$ cat config.mk
export PLATFORM = sky130hd
export DESIGN_NAME = vnf_norm
export DESIGN_NICKNAME = d
export VERILOG_FILES = /design/src/sv/value_noise_fbm_2d_unit_defines.svh /design/src/sv/vnf_pkg.sv /design/src/sv/vnf_norm.sv
export SDC_FILE = /design/constraint.sdc
export NUM_CORES = 1
export LEC_CHECK = 0
export ABC_AREA = 0
export BUFFER_PORTS_ARGS = -buffer_cell sky130_fd_sc_hd__clkbuf_2
export CORE_AREA = 2 2 137 152
export CTS_BUF_LIST = sky130_fd_sc_hd__clkbuf_4 sky130_fd_sc_hd__clkbuf_8 sky130_fd_sc_hd__clkbuf_16
export DETAILED_ROUTE_END_ITERATION = 10
export DIE_AREA = 0 0 139 154
export MAX_ROUTING_LAYER = met4
export SLEW_MARGIN = 20
export SYNTH_ARGS = -nofsm -noshare
export SYNTH_HDL_FRONTEND = slang
export SYNTH_SLANG_ARGS = --single-unit
$ cat constraint.sdc
create_clock -name clk -period 5.86 [get_ports clk]
set_input_delay 1.172 -clock clk [delete_from_list [all_inputs] [get_ports clk]]
set_output_delay 1.172 -clock clk [all_outputs]
set_load 0.05 [all_outputs]
$ cat src/sv/value_noise_fbm_2d_unit_defines.svh
// Assertion macros for the value noise fBm unit.
// Uses clk and arst_n of the module that includes it.
`ifndef VALUE_NOISE_FBM_2D_UNIT_DEFINES_SVH
`define VALUE_NOISE_FBM_2D_UNIT_DEFINES_SVH

// property that must hold at every edge out of reset
`define VNF_ASSERT_ALWAYS(lbl, prop, msg) \
	lbl: assert property (@(posedge clk) disable iff (!arst_n) (prop)) else $error(msg);

// consequence that must hold in the cycle after the antecedent
`define VNF_ASSERT_NEXT(lbl, ante, cons, msg) \
	lbl: assert property (@(posedge clk) disable iff (!arst_n) (ante) |=> (cons)) else $error(msg);

`endif

$ cat src/sv/vnf_pkg.sv
// Shared constants and types for the value noise fBm unit.
// No dependencies.
package vnf_pkg;

	localparam int OCTAVES   = 4;
	localparam int FRAC_BITS = 16;
	localparam int IN_W      = 32;
	localparam int OUT_W     = FRAC_BITS + 2;
	localparam int COORD_W   = IN_W + OCTAVES - 1;
	localparam int ACC_W     = IN_W + OCTAVES;

	// normalization: divide by (2^OCTAVES - 1) * 2^(30 - FRAC_BITS)
	localparam int DIV_ODD = (1 << OCTAVES) - 1;
	localparam int NW      = FRAC_BITS + OCTAVES;
	localparam int KSH     = NW + $clog2(DIV_ODD);
	localparam int RW      = KSH + 1;
	localparam logic [63:0] RECIP    = ((64'd1 << KSH) + 64'(DIV_ODD) - 64'd1) / 64'(DIV_ODD);
	localparam logic [63:0] HALF_RND = 64'(DIV_ODD) << (29 - FRAC_BITS);

	typedef struct packed {
		logic                      valid;
		logic signed [COORD_W-1:0] x;
		logic signed [COORD_W-1:0] y;
		logic signed [ACC_W-1:0]   acc;
	} vnf_bus_t;

endpackage

$ cat src/sv/vnf_norm.sv
// Normalizer: scales the weighted octave sum to Q1.16, rounding half away from zero.
// Depends on vnf_pkg.
module vnf_norm (
	input  logic                              clk,
	input  logic                              arst_n,
	input  logic                              adv,
	input  logic                              sum_valid,
	input  logic signed [vnf_pkg::ACC_W-1:0]  sum,
	output logic                              fin_valid,
	output logic signed [vnf_pkg::OUT_W-1:0]  fin_value
);
	import vnf_pkg::*;

	logic              valid_s1, valid_s2, neg_s1;
	logic [NW-1:0]     n_s1;
	logic signed [OUT_W-1:0] value_s2;
	logic [ACC_W-1:0]  mag, rnd;
	logic [NW+RW-1:0]  prod;
	logic [OUT_W-1:0]  quo;

	always_comb begin
		mag  = sum[ACC_W-1] ? ACC_W'(-sum) : ACC_W'(sum);
		rnd  = mag + ACC_W'(HALF_RND);
		// multiply by reciprocal of the odd divisor
		prod = (NW+RW)'(n_s1) * (NW+RW)'(RECIP[RW-1:0]);
		quo  = OUT_W'(prod >> KSH);
	end

	always_ff @(posedge clk or negedge arst_n) begin
		if (!arst_n) begin
			valid_s1 <= 1'b0;
			valid_s2 <= 1'b0;
		end else if (adv) begin
			valid_s1 <= sum_valid;
			valid_s2 <= valid_s1;
		end
	end

	always_ff @(posedge clk) begin
		if (adv) begin
			neg_s1   <= sum[ACC_W-1];
			n_s1     <= NW'(rnd >> (30 - FRAC_BITS));
			value_s2 <= neg_s1 ? -$signed(quo) : $signed(quo);
		end
	end

	assign fin_valid = valid_s2;
	assign fin_value = value_s2;

endmodule

---- Word level (Yosys, flattened, before mapping) ----
Cells that the tools add are included.
word-level totals
  register bits ........................... 41
  bits of input ports ..................... 40
  output and inout port bits .............. 19
  word-level logic and storage cells ...... 12
cells by class
  $add $sub $neg .......................... 3
  $mul .................................... 1
  mux-type cells .......................... 2
operators with widths
  cell                                                                    count
  20-bit by 20-bit multiplier with 40-bit output (second input constant)  1
  34-bit by 17-bit adder with 34-bit output (second input constant)       1
  34-bit two-way mux                                                      1
  34-bit negation                                                         1
  17-bit negation with 18-bit output                                      1
  17-bit two-way mux                                                      1

---- Depth between registers and ports, before layout ----
  depth in word-level cells ............... 3
  gate-level depth with buffers ........... 23
  gate-level depth less buffers ........... 22

---- Least setup slack after synthesis ----
OpenSTA, ideal clock, no wires.
  path type ............................... reg-to-reg
  start ................................... register n_s1[6]
  end ..................................... register value_s2[17], in the netlist fin_value[17] (data pin)
  setup time .............................. 0.254 ns
  arrival ................................. 5.609 ns
  required time ........................... 5.606 ns
  setup slack ............................. -0.004 ns
  cell stages (with the launch flop) ...... 20
  path buffers ............................ 0
  clock period less this slack ............ 5.864 ns
  cell sequence ........................... edfxtp_1 > ha_1 > inv_1 > fa_1 > inv_1 > fa_1 > inv_1 > fa_1 > inv_1 > ha_1 > ha_1 > ha_1 > and4_4 > nand4_2 > o311ai_1 > xor2_1 > or4_4 > nand4bb_4 > or4_1 > o21a_1
between the ends
  longest elaborated chain between the ends .. 2
ends and longest elaborated chain
  element                                         line            RTL
  start, declared                                 vnf_norm.sv:15  logic [NW-1:0] n_s1;
  start signal, assigned                          vnf_norm.sv:42  n_s1 <= NW'(rnd >> (30 - FRAC_BITS));
  20-bit by 20-bit multiplier with 40-bit output  vnf_norm.sv:25  prod = (NW+RW)'(n_s1) * (NW+RW)'(RECIP[RW-1:0]);
  17-bit negation with 18-bit output              vnf_norm.sv:43  value_s2 <= neg_s1 ? -$signed(quo) : $signed(quo);
  end signal, assigned                            vnf_norm.sv:43
  end, declared                                   vnf_norm.sv:16  logic signed [OUT_W-1:0] value_s2;
No other way between the ends.
A chain may end at the register's enable or synchronous reset.

---- Final worst setup path ----
  start ................................... register n_s1[2]
  end ..................................... register value_s2[17], in the netlist fin_value[17] (data pin)
Same word-level chain as after synthesis.

==> impl_metrics.tcl <==
set metrics [dict create \
    outcome "completed" \
    antenna_found_initial 0 \
    ys_async_sr_fraction_pct 4.88 \
    worst_pin_slew_ns 1.00 \
    avgSynthCellArea_sq_um 9.27 \
    ctsHtreeMaxLevel 2 \
    cts_buffer_depth 2 \
    grt_overflow 0 \
    cts_tree "done" \
    io_pins 59 \
    dieArea_sq_um 21400 \
    yosysUniqueCellTypes 80 \
    setup_slack_ns 0.0983 \
    syn_inst 737 \
    clock_latency_ns 0.30 \
    first_iter_violations 243 \
    slew_viol_final 0 \
    place_area_sq_um 7890 \
    final_hold_viol_count 0 \
    finalCritPeriodShare_pct 98.3 \
    maxCapViolCount 0 \
    grt_pass1_wl_microns 27500 \
    rows 54 \
    area_growth_syn_to_layout_pct 25.9 \
    startpoint_type "register" \
    synth-edff-count 39 \
    worstPathRequired_ns 5.91 \
    nNetsFinal 1073 \
    drive_above_1_share_pct 27.1 \
    path_max_fanout 7 \
    hold_path.class "reg -> reg" \
    core_area_sq_um 19700 \
    hpwl_microns 13800 \
    drt-total-wl_microns 16600 \
    synth-main-ff-cell "edfxtp_1" \
    setup_violations 0 \
    vias_per_cell 5.25 \
    first_global_vias 5721 \
    ys_ff_latch 41 \
    crit_path_end_kind "register" \
    fin_worst_skew_ns 0.00260 \
    synth_warnings 0 \
    syn_area_sq_um 6830 \
    globalplace.congestion 0.934 \
    clock.fmax_ghz 0.174 \
    route.detailed.drc 0 \
    ys_seq_area_share_pct 17.9 \
    postCtsHoldBufs 0 \
    tns_ns 0 \
    finalCriticalPeriod_ns 5.76 \
    cts_sinks 41 \
    first_pass_iters 5 \
    cts.root.buffer_cell "clkbuf_16" \
    die_h_microns 154 \
    antenna_left 0 \
    portBuffers 57 \
    post-place-ws_ns -0.177 \
    clkTransAtPathRegs_ns 0.06 \
    routedWlPerCell_microns 14.9 \
    routed-via-count 5856 \
    slew-limit-headroom_pct 33.1 \
    numCtsBuffers 5 \
    rsz0062_at_grt "true" \
    grt_max_degree 42 \
    path_class "reg -> reg" \
    crit_arrival_ns 5.81 \
    initial_core_util_pct 34.6 \
    fin_area_sq_um 8590 \
    die_x_microns 139 \
    grtUsageTotal_pct 16.0 \
    antenna_cells 0 \
    syn_nets 948 \
]
per-layer routing:
layer / track usage (%) / vias up / routed length, microns
li1: - / 2974 / -
met1: 19.2 / 2734 / 7360
met2: 27.5 / 123 / 8250
met3: 2.24 / 25 / 550
met4: 5.24 / 0 / 456
met5: - / - / 0
Yosys cell counts, drive strengths merged (4+ instances only):
master	n	area, sq um
ha	136	1700
inv	77	289
nand2	53	199
a21oi	52	279
o21ai	41	209
edfxtp	39	1170
fa	35	701
nor2	31	116
xnor2	31	272
nand4	20	153
xor2	18	158
clkbuf	15	56.3
and3	14	88.8
a211oi	13	108
nor3	11	55.1
nand3	10	55.1
o211ai	8	60.1
o31ai	8	60.1
or3	8	50.1
a21o	7	52.6
and2	7	43.8
nand2b	7	43.8
nor4	7	50.1
o21a	7	52.6
buf	5	36.3
o21bai	5	37.5
or2	5	31.3
or4	5	41.3
a31oi	4	25.0
and4	4	38.8
o2111ai	4	41.3
o22ai	4	25.0
o311ai	4	35.0
worst paths after layout:
kind	cells past startpoint	to	startpoint	slack, ns
setup reg to reg	20	fin_value[17]	n_s1[2]	0.1
min in group asynchronous	1	fin_valid	arst_n	0.65
max in group asynchronous	1	valid_s1	arst_n	5.11
hold / removal	1	valid_s1	valid_s1	0.51
setup / recovery	20	fin_value[17]	n_s1[2]	0.1
hold reg to reg	1	valid_s1	valid_s1	0.51
sequential cells by signal, summed over array words and instances (netlist names):
| name | count |
|---|---|
| neg_s1 | 1 |
| fin_valid | 1 |
| fin_value | 18 |
| n_s1 | 20 |
| valid_s1 | 1 |
critical path, stage by stage, from the launching register on:
cell and delay, ns:
edfxtp_1 0.44, ha_4 0.30, inv_2 0.03, fa_1 0.49
inv_2 0.05, fa_1 0.57, inv_2 0.04, fa_1 0.50
inv_2 0.05, ha_4 0.26, ha_4 0.20, ha_4 0.30
and3_4 0.20, and3_4 0.18, o31ai_2 0.06, a41oi_2 0.26
xor2_1 0.12, or4_4 0.56, nand4bb_4 0.22, or4_1 0.47
o21a_1 0.19
final cells by class:
class | count | area, sq um
Clock buffer | 5 | 125
Clock inverter | 3 | 65.1
Fill cell | 1931 | 11100
Inverter | 77 | 289
Multi-Input combinational cell | 599 | 5680
Sequential cell | 41 | 1220
Tap cell | 252 | 315
Timing Repair Buffer | 138 | 901
repair_timing:
action / 4_1_cts / 5_1_grt
resized for setup: 19 / 49
pin swaps: 7 / 34
setup endpoints to repair: 9 / 11
setup buffers: 3 / 6
through the flow:
step	instances	hold WS, ns	util, %
finish	1115	0.507	43.6
global route	1115	0.523	43.6
CTS	1110	0.506	41.7
detailed placement	1099	0.493	40.0
global placement	1099	0.486	40.0
floorplan	737	0.475	-
placed cells by master, fill, tap and decap left out, types with 6 or more instances in the layout:
| cell type | instances |
|---|---|
| nand4_1 | 17 |
| nor3_1 | 9 |
| or3_1 | 8 |
| ha_1 | 114 |
| edfxtp_1 | 39 |
| nand2_1 | 53 |
| o21ai_0 | 33 |
| o31ai_1 | 6 |
| o21ai_1 | 6 |
| xnor2_1 | 31 |
| nand3_1 | 9 |
| a21oi_1 | 42 |
| inv_1 | 73 |
| ha_4 | 22 |
| a21o_1 | 7 |
| buf_4 | 79 |
| and3_1 | 11 |
| clkbuf_2 | 57 |
| nand2b_1 | 7 |
| a211oi_1 | 10 |
| nor2_1 | 31 |
| and2_1 | 6 |
| xor2_1 | 18 |
| a21oi_2 | 10 |
| o211ai_1 | 8 |
| o21a_1 | 7 |
| fa_1 | 32 |
cells by family after synthesis:
group	Yosys count	share of synthesized area [%]
DFF	41	17.9
buffers and inverters	97	5.59
xor gates and xnor gates	50	6.61
and+or+nand+nor	190	15.4
muxes	3	0.495
AOI/OAI and AO/OA	185	18.9
adders and majority gates	171	35.2
Power is not shown: default switching activity piles up to over one toggle a cycle in this logic, so the estimate is an artifact.
